**config.mk**
```make
export PLATFORM = sky130hd
export DESIGN_NAME = avr_instruction_decoder_top
export DESIGN_NICKNAME = d
export VERILOG_FILES = /design/src/sv/avrid_pkg.sv /design/src/sv/avr_instruction_decoder_top.sv
export VERILOG_INCLUDE_DIRS = /design/src /design/src/sv
export SDC_FILE = /design/constraint.sdc
export NUM_CORES = 1
export LEC_CHECK = 0
export ABC_AREA = 0
export BUFFER_PORTS_ARGS = -buffer_cell sky130_fd_sc_hd__buf_2
export CORE_UTILIZATION = 61
export DETAILED_ROUTE_END_ITERATION = 7
export GPL_TIMING_DRIVEN = 0
export PLACE_DENSITY = 0.9
export SYNTH_ARGS = -nofsm -noshare
export SYNTH_HDL_FRONTEND = slang
export SYNTH_SLANG_ARGS = --single-unit
```
**constraint.sdc**
```tcl
create_clock -name clk -period 4.6 [get_ports clk]
set_input_delay 0.92 -clock clk [delete_from_list [all_inputs] [get_ports clk]]
set_output_delay 0.92 -clock clk [all_outputs]
set_load 0.01 [all_outputs]
```
**src/sv/assert_macros.svh**
```systemverilog
`ifndef ASSERT_MACROS_SVH
`define ASSERT_MACROS_SVH

// Same-cycle implication, sampled on clk and disabled while arst_n is low.
`define ASSERT_IMPL(lbl, pre, post) \
lbl: assert property (@(posedge clk) disable iff (!arst_n) (pre) |-> (post)) \
	else $error("same-cycle implication failed");

// Next-cycle implication, sampled on clk and disabled while arst_n is low.
`define ASSERT_NEXT(lbl, pre, post) \
lbl: assert property (@(posedge clk) disable iff (!arst_n) (pre) |=> (post)) \
	else $error("next-cycle implication failed");

`endif

```
**src/sv/avrid_pkg.sv**
```systemverilog
package avrid_pkg;

	localparam int KindW = 6;
	localparam int RegW  = 5;
	localparam int ImmW  = 13;

	typedef logic [KindW-1:0] kind_t;
	typedef logic [RegW-1:0]  reg_idx_t;

	localparam kind_t K_NOP    = 6'd0;
	localparam kind_t K_MOVW   = 6'd1;
	localparam kind_t K_MULS   = 6'd2;
	localparam kind_t K_MULSU  = 6'd3;
	localparam kind_t K_FMUL   = 6'd4;
	localparam kind_t K_FMULS  = 6'd5;
	localparam kind_t K_FMULSU = 6'd6;
	localparam kind_t K_CPC    = 6'd7;
	localparam kind_t K_SBC    = 6'd8;
	localparam kind_t K_ADD    = 6'd9;
	localparam kind_t K_ADC    = 6'd10;
	localparam kind_t K_ADIW   = 6'd11;
	localparam kind_t K_LDI    = 6'd12;
	localparam kind_t K_IN     = 6'd13;
	localparam kind_t K_OUT    = 6'd14;
	localparam kind_t K_PUSH   = 6'd15;
	localparam kind_t K_POP    = 6'd16;
	localparam kind_t K_LD     = 6'd17;
	localparam kind_t K_LDD    = 6'd18;
	localparam kind_t K_ST     = 6'd19;
	localparam kind_t K_STD    = 6'd20;
	localparam kind_t K_RCALL  = 6'd21;
	localparam kind_t K_COM    = 6'd22;
	localparam kind_t K_NEG    = 6'd23;
	localparam kind_t K_SWAP   = 6'd24;
	localparam kind_t K_INC    = 6'd25;
	localparam kind_t K_ASR    = 6'd26;
	localparam kind_t K_LSR    = 6'd27;
	localparam kind_t K_ROR    = 6'd28;
	localparam kind_t K_DEC    = 6'd29;
	localparam kind_t K_SEC    = 6'd30;
	localparam kind_t K_CLC    = 6'd38;
	localparam kind_t K_RET    = 6'd46;
	localparam kind_t K_MOV    = 6'd47;
	localparam kind_t K_LAST   = K_MOV;

	localparam reg_idx_t PTR_Y = 5'd28;
	localparam reg_idx_t PTR_Z = 5'd30;

	typedef struct packed {
		logic signed [ImmW-1:0] imm;
		logic                   u2;
		reg_idx_t               r2;
		logic                   u1;
		reg_idx_t               r1;
		logic                   bad;
		kind_t                  kind;
	} dec_t;

endpackage

```
**src/sv/avr_instruction_decoder_top.sv**
```systemverilog
// An accepted input reaches the result on the master side through the input
// register, then decode into the result register.
// Throughput: one item per cycle; the pipeline stalls only on m_axis_tready.
// Reset: arst_n clears both stage valid flags asynchronously; data registers
// are not reset.
`include "assert_macros.svh"

module avr_instruction_decoder_top (
	input  logic        clk,
	input  logic        arst_n,
	input  logic        s_axis_tvalid,
	output logic        s_axis_tready,
	// instr_high [7:0], instr_low [15:8]
	input  logic [15:0] s_axis_tdata,
	output logic        m_axis_tvalid,
	input  logic        m_axis_tready,
	// op_kind [5:0], unimplemented [6], first_reg [11:7], first_used [12],
	// second_reg [17:13], second_used [18], immediate [31:19]
	output logic [31:0] m_axis_tdata
);

	logic [15:0]    instr_s1;
	logic           valid_s1;
	avrid_pkg::dec_t dec_s2;
	logic           valid_s2;
	avrid_pkg::dec_t dec;
	logic           adv2;

	logic [7:0] hi;
	logic [7:0] lo;
	avrid_pkg::reg_idx_t rd;
	avrid_pkg::reg_idx_t rr;
	avrid_pkg::reg_idx_t ptr;
	logic [5:0] q;

	assign adv2          = !valid_s2 || m_axis_tready;
	assign s_axis_tready = !valid_s1 || adv2;
	assign m_axis_tvalid = valid_s2;
	assign m_axis_tdata  = dec_s2;

	assign hi  = instr_s1[7:0];
	assign lo  = instr_s1[15:8];
	assign rd  = {hi[0], lo[7:4]};
	assign rr  = {hi[1], lo[3:0]};
	assign q   = {hi[5], hi[3:2], lo[2:0]};
	assign ptr = lo[3] ? avrid_pkg::PTR_Y : avrid_pkg::PTR_Z;

	// Unmatched words fall through with only the bad flag set, so every
	// other field of an unimplemented word reads as zero.
	always_comb begin
		dec     = '0;
		dec.bad = 1'b1;
		if (hi == 8'h00) begin
			if (lo == 8'h00) begin
				dec.bad  = 1'b0;
				dec.kind = avrid_pkg::K_NOP;
			end
		end else if (hi == 8'h01) begin
			dec.bad  = 1'b0;
			dec.kind = avrid_pkg::K_MOVW;
			dec.u1   = 1'b1;
			dec.r1   = {lo[7:4], 1'b0};
			dec.u2   = 1'b1;
			dec.r2   = {lo[3:0], 1'b0};
		end else if (hi == 8'h02) begin
			dec.bad  = 1'b0;
			dec.kind = avrid_pkg::K_MULS;
			dec.u1   = 1'b1;
			dec.r1   = {1'b1, lo[7:4]};
			dec.u2   = 1'b1;
			dec.r2   = {1'b1, lo[3:0]};
		end else if (hi == 8'h03) begin
			dec.bad = 1'b0;
			case ({lo[7], lo[3]})
				2'b00:   dec.kind = avrid_pkg::K_MULSU;
				2'b01:   dec.kind = avrid_pkg::K_FMUL;
				2'b10:   dec.kind = avrid_pkg::K_FMULS;
				default: dec.kind = avrid_pkg::K_FMULSU;
			endcase
			dec.u1 = 1'b1;
			dec.r1 = {2'b10, lo[6:4]};
			dec.u2 = 1'b1;
			dec.r2 = {2'b10, lo[2:0]};
		end else if (hi[7:2] inside {6'b000001, 6'b000010, 6'b000011, 6'b000111,
				6'b001011}) begin
			dec.bad = 1'b0;
			case (hi[7:2])
				6'b000001: dec.kind = avrid_pkg::K_CPC;
				6'b000010: dec.kind = avrid_pkg::K_SBC;
				6'b000011: dec.kind = avrid_pkg::K_ADD;
				6'b000111: dec.kind = avrid_pkg::K_ADC;
				default:   dec.kind = avrid_pkg::K_MOV;
			endcase
			dec.u1 = 1'b1;
			dec.r1 = rd;
			dec.u2 = 1'b1;
			dec.r2 = rr;
		end else if (hi[7:4] == 4'hE) begin
			dec.bad  = 1'b0;
			dec.kind = avrid_pkg::K_LDI;
			dec.u1   = 1'b1;
			dec.r1   = {1'b1, lo[7:4]};
			dec.imm  = {5'b0, hi[3:0], lo[3:0]};
		end else if (hi == 8'h96) begin
			dec.bad  = 1'b0;
			dec.kind = avrid_pkg::K_ADIW;
			dec.u1   = 1'b1;
			dec.r1   = {2'b11, lo[5:4], 1'b0};
			dec.imm  = {7'b0, lo[7:6], lo[3:0]};
		end else if (hi[7:4] == 4'hB) begin
			dec.bad = 1'b0;
			dec.imm = {7'b0, hi[2:1], lo[3:0]};
			if (!hi[3]) begin
				dec.kind = avrid_pkg::K_IN;
				dec.u1   = 1'b1;
				dec.r1   = rd;
			end else begin
				dec.kind = avrid_pkg::K_OUT;
				dec.u2   = 1'b1;
				dec.r2   = rd;
			end
		end else if (hi[7:1] inside {7'b1001001, 7'b1001000}) begin
			if (lo[3:0] == 4'hF) begin
				dec.bad  = 1'b0;
				dec.kind = hi[1] ? avrid_pkg::K_PUSH : avrid_pkg::K_POP;
				dec.u1   = 1'b1;
				dec.r1   = rd;
			end
		end else if (hi[7] && !hi[6] && !hi[4]) begin
			// Displacement form through Y or Z; a zero displacement is plain LD/ST.
			dec.bad = 1'b0;
			dec.u1  = 1'b1;
			dec.u2  = 1'b1;
			dec.imm = {7'b0, q};
			if (!hi[1]) begin
				dec.kind = (q != 6'd0) ? avrid_pkg::K_LDD : avrid_pkg::K_LD;
				dec.r1   = rd;
				dec.r2   = ptr;
			end else begin
				dec.kind = (q != 6'd0) ? avrid_pkg::K_STD : avrid_pkg::K_ST;
				dec.r1   = ptr;
				dec.r2   = rd;
			end
		end else if (hi[7:4] == 4'hD) begin
			dec.bad  = 1'b0;
			dec.kind = avrid_pkg::K_RCALL;
			dec.imm  = {hi[3:0], lo, 1'b0};
		end else if (hi[7:1] == 7'b1001010) begin
			case (lo[3:0])
				4'h0, 4'h1, 4'h2, 4'h3, 4'h5, 4'h6, 4'h7, 4'hA: begin
					dec.bad = 1'b0;
					dec.u1  = 1'b1;
					dec.r1  = rd;
					case (lo[3:0])
						4'h0:    dec.kind = avrid_pkg::K_COM;
						4'h1:    dec.kind = avrid_pkg::K_NEG;
						4'h2:    dec.kind = avrid_pkg::K_SWAP;
						4'h3:    dec.kind = avrid_pkg::K_INC;
						4'h5:    dec.kind = avrid_pkg::K_ASR;
						4'h6:    dec.kind = avrid_pkg::K_LSR;
						4'h7:    dec.kind = avrid_pkg::K_ROR;
						default: dec.kind = avrid_pkg::K_DEC;
					endcase
				end
				4'h8: begin
					// The set ops and then the clear ops follow SEC in one run.
					if (hi == 8'h94) begin
						dec.bad  = 1'b0;
						dec.kind = avrid_pkg::K_SEC + {2'b00, lo[7:4]};
					end else if (lo == 8'h08) begin
						dec.bad  = 1'b0;
						dec.kind = avrid_pkg::K_RET;
					end
				end
				default: dec.bad = 1'b1;
			endcase
		end
	end

	always_ff @(posedge clk or negedge arst_n) begin
		if (!arst_n) begin
			valid_s1 <= 1'b0;
			valid_s2 <= 1'b0;
		end else begin
			if (adv2) begin
				valid_s2 <= valid_s1;
				if (valid_s1) begin
					dec_s2 <= dec;
				end
			end
			if (s_axis_tready) begin
				valid_s1 <= s_axis_tvalid;
				if (s_axis_tvalid) begin
					instr_s1 <= s_axis_tdata;
				end
			end
		end
	end

	`ASSERT_IMPL(a_unimpl_clear, m_axis_tvalid && dec_s2.bad, dec_s2.kind == '0 && !dec_s2.u1 && !dec_s2.u2 && dec_s2.imm == '0)
	`ASSERT_IMPL(a_unused_regs_zero, m_axis_tvalid, (dec_s2.u1 || dec_s2.r1 == '0) && (dec_s2.u2 || dec_s2.r2 == '0))
	`ASSERT_IMPL(a_kind_range, m_axis_tvalid, dec_s2.kind <= avrid_pkg::K_LAST)
	`ASSERT_NEXT(a_s1_held, valid_s1 && !adv2, valid_s1 && $stable(instr_s1))

endmodule
```
Word level (Yosys, flattened, before mapping):

Cells that the tools add are included.

* output and inout bits: 34
* word-level logic and storage cells: 110
* input bits: 20
* register bits after elaboration: 50

* muxes and demuxes: 46
* add/sub/neg operators: 1
* equality and inequality tests: 28
* reductions and logical operators: 21
* bitwise logic cells: 1

Operators with widths (number)
* $mux W13: 6
* $mux W19: 4
* $mux W7: 10
* $mux W6: 7
* $mux W8: 4
* $pmux W4 S7: 1
* $mux W27: 1
* $eq A4 B4 Y1 const B: 6
* $pmux W6 S4: 1
* $eq A7 B7 Y1 const B: 3
* $eq A8 B2 Y1 const B: 2
* $eq A8 B8 Y1 const B: 2
* $logic_not A8 Y1: 2
* $mux W5: 3
* $mux W14: 1
* $eq A4 B3 Y1 const B: 3
* $eq A6 B2 Y1 const B: 2
* $pmux W6 S2: 1
* $reduce_or A11 Y1: 1
* $pmux W3 S3: 1
* $eq A4 B2 Y1 const B: 2
* $eq A8 B1 Y1 const B: 1
* $eq A8 B4 Y1 const B: 1
* $reduce_or A8 Y1: 1
* 22 further kinds: 31

Logic depth before layout (Yosys ltp):

* depth in word-level cells: 21
* gate-level depth with buffers: 8
* mapped depth without buffers: 7

Worst setup path after synthesis:

OpenSTA, ideal clock, no wires.

* path kind: input -> register
* from: in m_axis_tready
* to: reg dec_s2, in the netlist m_axis_tdata[0] (enable)
* stages: 2
* path buffers: 0
* required time: 4.208 ns
* setup slack: 2.346 ns
* arrival time: 1.862 ns
* library setup time: 0.392 ns
* path through: nand2b_1 > and3_1

* word-level cells in the longest chain between the ends: 2

RTL lines
* from (decl): RTL line avr_instruction_decoder_top.sv:16 `input logic m_axis_tready,`
* $logic_or A1 B1 Y1: RTL line avr_instruction_decoder_top.sv:36 `assign adv2 = !valid_s2 || m_axis_tready;`
* $reduce_and A3 Y1 (no source line)
* to (signal assigned): RTL line avr_instruction_decoder_top.sv:188 `dec_s2 <= dec;`
* to (decl): RTL line avr_instruction_decoder_top.sv:24 `avrid_pkg::dec_t dec_s2;`

Every way passes these cells.
A chain may end at the register's enable or synchronous reset.

Worst setup path in the final report:

* from: reg instr_s1[3]
* to: reg dec_s2, in the netlist m_axis_tdata[1] (data pin)

* word-level cells in the longest chain between the ends: 20
* elaborated cells between the ends (all ways): 41
* classes of those cells: 13 x eq/ne; 24 x mux; 4 x reduce/logical

RTL lines
* from (decl): RTL line avr_instruction_decoder_top.sv:22 `logic [15:0] instr_s1;`
* from (signal assigned): RTL line avr_instruction_decoder_top.sv:194 `instr_s1 <= s_axis_tdata;`
* $eq A8 B8 Y1: RTL line avr_instruction_decoder_top.sv:167 `if (hi == 8'h94) begin`
* $mux W7: RTL line avr_instruction_decoder_top.sv:167
* $mux W7: RTL line avr_instruction_decoder_top.sv:84 `end else if (hi[7:2] inside {6'b000001, 6'b000010, 6'b000011, 6'b000111,`
* $mux W7: RTL line avr_instruction_decoder_top.sv:72 `end else if (hi == 8'h03) begin`
* $mux W7: RTL line avr_instruction_decoder_top.sv:65 `end else if (hi == 8'h02) begin`
* $mux W7: RTL line avr_instruction_decoder_top.sv:58 `end else if (hi == 8'h01) begin`
* $mux W7: RTL line avr_instruction_decoder_top.sv:53 `if (hi == 8'h00) begin`
* $pmux W6 S2: RTL line avr_instruction_decoder_top.sv:149 `case (lo[3:0])`
* [... 4 more ...]
* $mux W27: RTL line avr_instruction_decoder_top.sv:110 `end else if (hi[7:4] == 4'hB) begin`
* $mux W13: RTL line avr_instruction_decoder_top.sv:104 `end else if (hi == 8'h96) begin`
* $mux W13: RTL line avr_instruction_decoder_top.sv:98 `end else if (hi[7:4] == 4'hE) begin`
* $mux W19: RTL line avr_instruction_decoder_top.sv:84
* $mux W19: RTL line avr_instruction_decoder_top.sv:72
* $mux W19: RTL line avr_instruction_decoder_top.sv:65
* $mux W19: RTL line avr_instruction_decoder_top.sv:58
* $mux W7 (*): RTL line avr_instruction_decoder_top.sv:53

Mark *: on every way between the ends. The rest lies on a longest branch, timed or not. The select of a mux whose other input is x is not followed.

==> results.cfg <==
[synthesis]
synthAdderAreaFrac_pct = 2.024
synth_mux_area_share_pct = 0.3239
yosys.area_share.simple_pct = 19.96
synth_compound_area_share_pct = 23.16
synthesis.area_mm2 = 0.003090
yosysUniqueCellTypes = 65
yosysWarnings = 0
synth_top_family_by_area = compound AO/OA/AOI/OAI gates
synth_xor_area_share_pct = 0.8502
async_reset_ff_share_pct = 4.000
ys.flop_type = edfxtp_1
synth_cells = 302
synth_edf_count = 48
syn-mean-instance-area_um2 = 10.23
ys_ff_latch = 50
yosysSeqAreaShare_pct = 48.26
mappedNetlistNets = 327

[global_routing]
antenna_found_initial = 0
track_usage_pct = 34.16
first_global_vias = 2726
grt_max_degree = 33
grt.overflow.total = 0
grt_pass1_wl_um = 13390

[critical_path]
rr_endpoint = m_axis_tdata[1]$_SDFFCE_PP0P_
criticalPathCategory = flop to flop
worst-path-stages = 7
setup.worst_path.end_class = flop
cp_top_family = simple AND/OR/NAND/NOR gates
rrSetupSlack_ps = 2040
cp-endpoint = m_axis_tdata[1]$_SDFFCE_PP0P_
reg2reg_depth = 7
arrival_ps = 2610
slowest_stage = or3_1
cp.required_ps = 4650
crit_chain = buf_2 > or3_1 > nor4_1 > inv_1 > ha_1 > a211oi_1 > o21ai_0
critPathLaunchType = flop
slowest_delay_ps = 510
crit_fanout = 10
cp_num_buf_inv = 2
timing.rr.start = instr_s1[3]$_DFFE_PP_
crit_start = instr_s1[3]$_DFFE_PP_

[sta]
fmaxAchievable_ghz = 0.3901
worstMarginPinSlew_ps = 916.4
slew_headroom_pct = 38.44
grt_setup_unrepaired = no
finalCritPeriodShare_pct = 55.73
finClkSkew_ps = 4.645
slew_viol_final = 0
setup_viol = 0
fin_ws_ps = 2037
setup_tns_ps = 0
hold_viol = 0
period_needed_ps = 2563

[finish]
n_antenna_cell = 0
multi_input_area_mm2 = 0.001433
register_area_mm2 = 0.001491
final_layout_size_suffix_gt1_share_pct = 21.82
fin_nets = 387
fillers = 351
area_delta_synth_final_pct = 13.89

[drt]
drt_iter0_markers = 431
wl_um = 8583
antenna_left = 0
route.detailed.drc = 0
via_per_inst = 6.760
avgRoutedWirePerCell_um = 20.01
vias = 2900
drtPass1Iterations = 5

[min_path]
hold_class = input pin to asynchronous set/reset pin

[floorplan]
io-pin-count = 54
dieArea_mm2 = 0.005355
rows = 25
start_util_pct = 64.58
coreArea_mm2 = 0.004786
die_y_um = 73.18
die_w_um = 73.18

[place]
place.gp.congestion = 1.032
dp_slack_ps = 1981
portBuffers = 53
hpwl_um = 6380

[clock_tree]
cts_resized = 0
h-tree-depth = 2
tritoncts = yes
holdBufCountCts = 0
cts_made_buffers = 5
cts-root-buf = clkbuf_8
cts.path.max_buffers = 2
clk_pin_slew_ps = 90
cts.sinks = 50
cts_setup_buffers = 0
clk-insertion-delay-late_ps = 300

[run_status]
outcome = finished clean

[pwr]
vdd_ir_drop_max_v = 0.0001707
p_leak_nw = 1.329
pwr_density_cell_mw_per_mm2 = 260.9

[run]
max_cap_viol_count = 0
==> power by group <==
part / switching [mW] / internal [mW] / total [mW]
registers: 0.00988 / 0.526 / 0.536
logic: 0.0908 / 0.0511 / 0.142
clock network: 0.138 / 0.102 / 0.241
total: 0.239 / 0.679 / 0.918
==> layout make-up <==
cell class	instances	area share [%]
flip-flops and latches	50	42.37
clock inverters	2	0.2844
clock buffers	5	1.955
repair buffers	53	7.536
plain buffers	28	3.590
multi-input cells	213	40.70
inverters	11	1.173
well taps	67	2.382
==> flip-flops by register name, indices dropped and copies added (netlist names) <==
name           cells
instr_s1          16
m_axis_tdata      32
m_axis_tvalid      1
valid_s1           1
==> cells in the final DEF, fill, tap and decap left out, drive strengths merged, types with 7 or more instances in the layout <==
cell / Yosys / routed
nand2: 20 / 20
inv: 10 / 10
clkbuf: 16 / 21
buf: 12 / 65
nor2: 13 / 13
a21oi: 17 / 17
edfxtp: 48 / 48
o21ai: 17 / 17
and3: 10 / 10
nor3: 13 / 13
nand2b: 7 / 7
==> Yosys cell counts (all sizes together) (2+ instances only) <==
master | count | area (um2)
ha | 5 | 62.56
nor3 | 13 | 70.07
nand2 | 20 | 75.07
a21oi | 17 | 85.08
o221ai | 3 | 32.53
buf | 12 | 66.31
o21ai | 17 | 85.08
and2 | 2 | 12.51
clkbuf | 16 | 60.06
o31ai | 4 | 30.03
or3 | 4 | 25.02
a21o | 2 | 15.01
and3 | 10 | 62.56
xor2 | 2 | 17.52
nand4 | 2 | 12.51
a32oi | 2 | 17.52
a221o | 6 | 60.06
o21a | 3 | 22.52
o32a | 2 | 20.02
o22ai | 5 | 31.28
o211ai | 5 | 37.54
nor3b | 2 | 15.01
o311ai | 3 | 26.28
a31oi | 5 | 31.28
inv | 10 | 37.54
a22oi | 3 | 22.52
or3b | 3 | 28.78
and4b | 2 | 20.02
a211oi | 4 | 35.03
a21boi | 2 | 15.01
nor2 | 13 | 48.80
dfrtp | 2 | 50.05
nor2b | 6 | 37.54
nand3 | 5 | 25.02
nand2b | 7 | 43.79
nor4 | 6 | 67.56
o21bai | 2 | 15.01
or4 | 3 | 22.52
o2111ai | 4 | 35.03
a22o | 5 | 43.79
edfxtp | 48 | 1441
==> per-stage QoR <==
stage                     utilization [%]  std cells  power, mW  area, um2  hold WS (ps)
after floorplan                         -        302     0.6334       3090         449.1
after global placement              71.87        422     0.6797       3440         458.9
after detailed placement            71.87        422     0.6843       3440         477.1
after CTS                           73.52        429     0.9184       3518         392.5
after global routing                73.54        429     0.9468       3520         389.1
final                               73.54        429     0.9183       3520         394.4
==> routing by layer <==
layer	up-vias	global-route usage, %	wire length [um]
met3	38	7.597	887
met5	-	0	0
met2	223	54.42	3977
met1	1341	42.34	3316
li1	1298	-	-
met4	0	20.70	402
==> cell families (layout without fill, tap and decap cells) <==
logic type                 count (synthesis)  count (layout)
and+or+nand+nor                          104             104
AOI/OAI and AO/OA                        100             100
DFF                                       50              50
buffers and inverters                     39              99
adders and majority gates                  5               5
xor gates and xnor gates                   3               3
muxes                                      1               1
==> how the worst min path moves through the flow <==
stage | start | endpoint | depth (start not counted)
final | arst_n | m_axis_tvalid$_DFFE_PN0P_ | 1
after global routing | arst_n | valid_s1$_DFFE_PN0P_ | 1
after CTS | arst_n | m_axis_tvalid$_DFFE_PN0P_ | 1
after detailed placement | valid_s1$_DFFE_PN0P_ | m_axis_tvalid$_DFFE_PN0P_ | 1
after global placement | valid_s1$_DFFE_PN0P_ | m_axis_tvalid$_DFFE_PN0P_ | 1
after floorplan | valid_s1$_DFFE_PN0P_ | m_axis_tvalid$_DFFE_PN0P_ | 1
(Power assumes the default switching activity.)
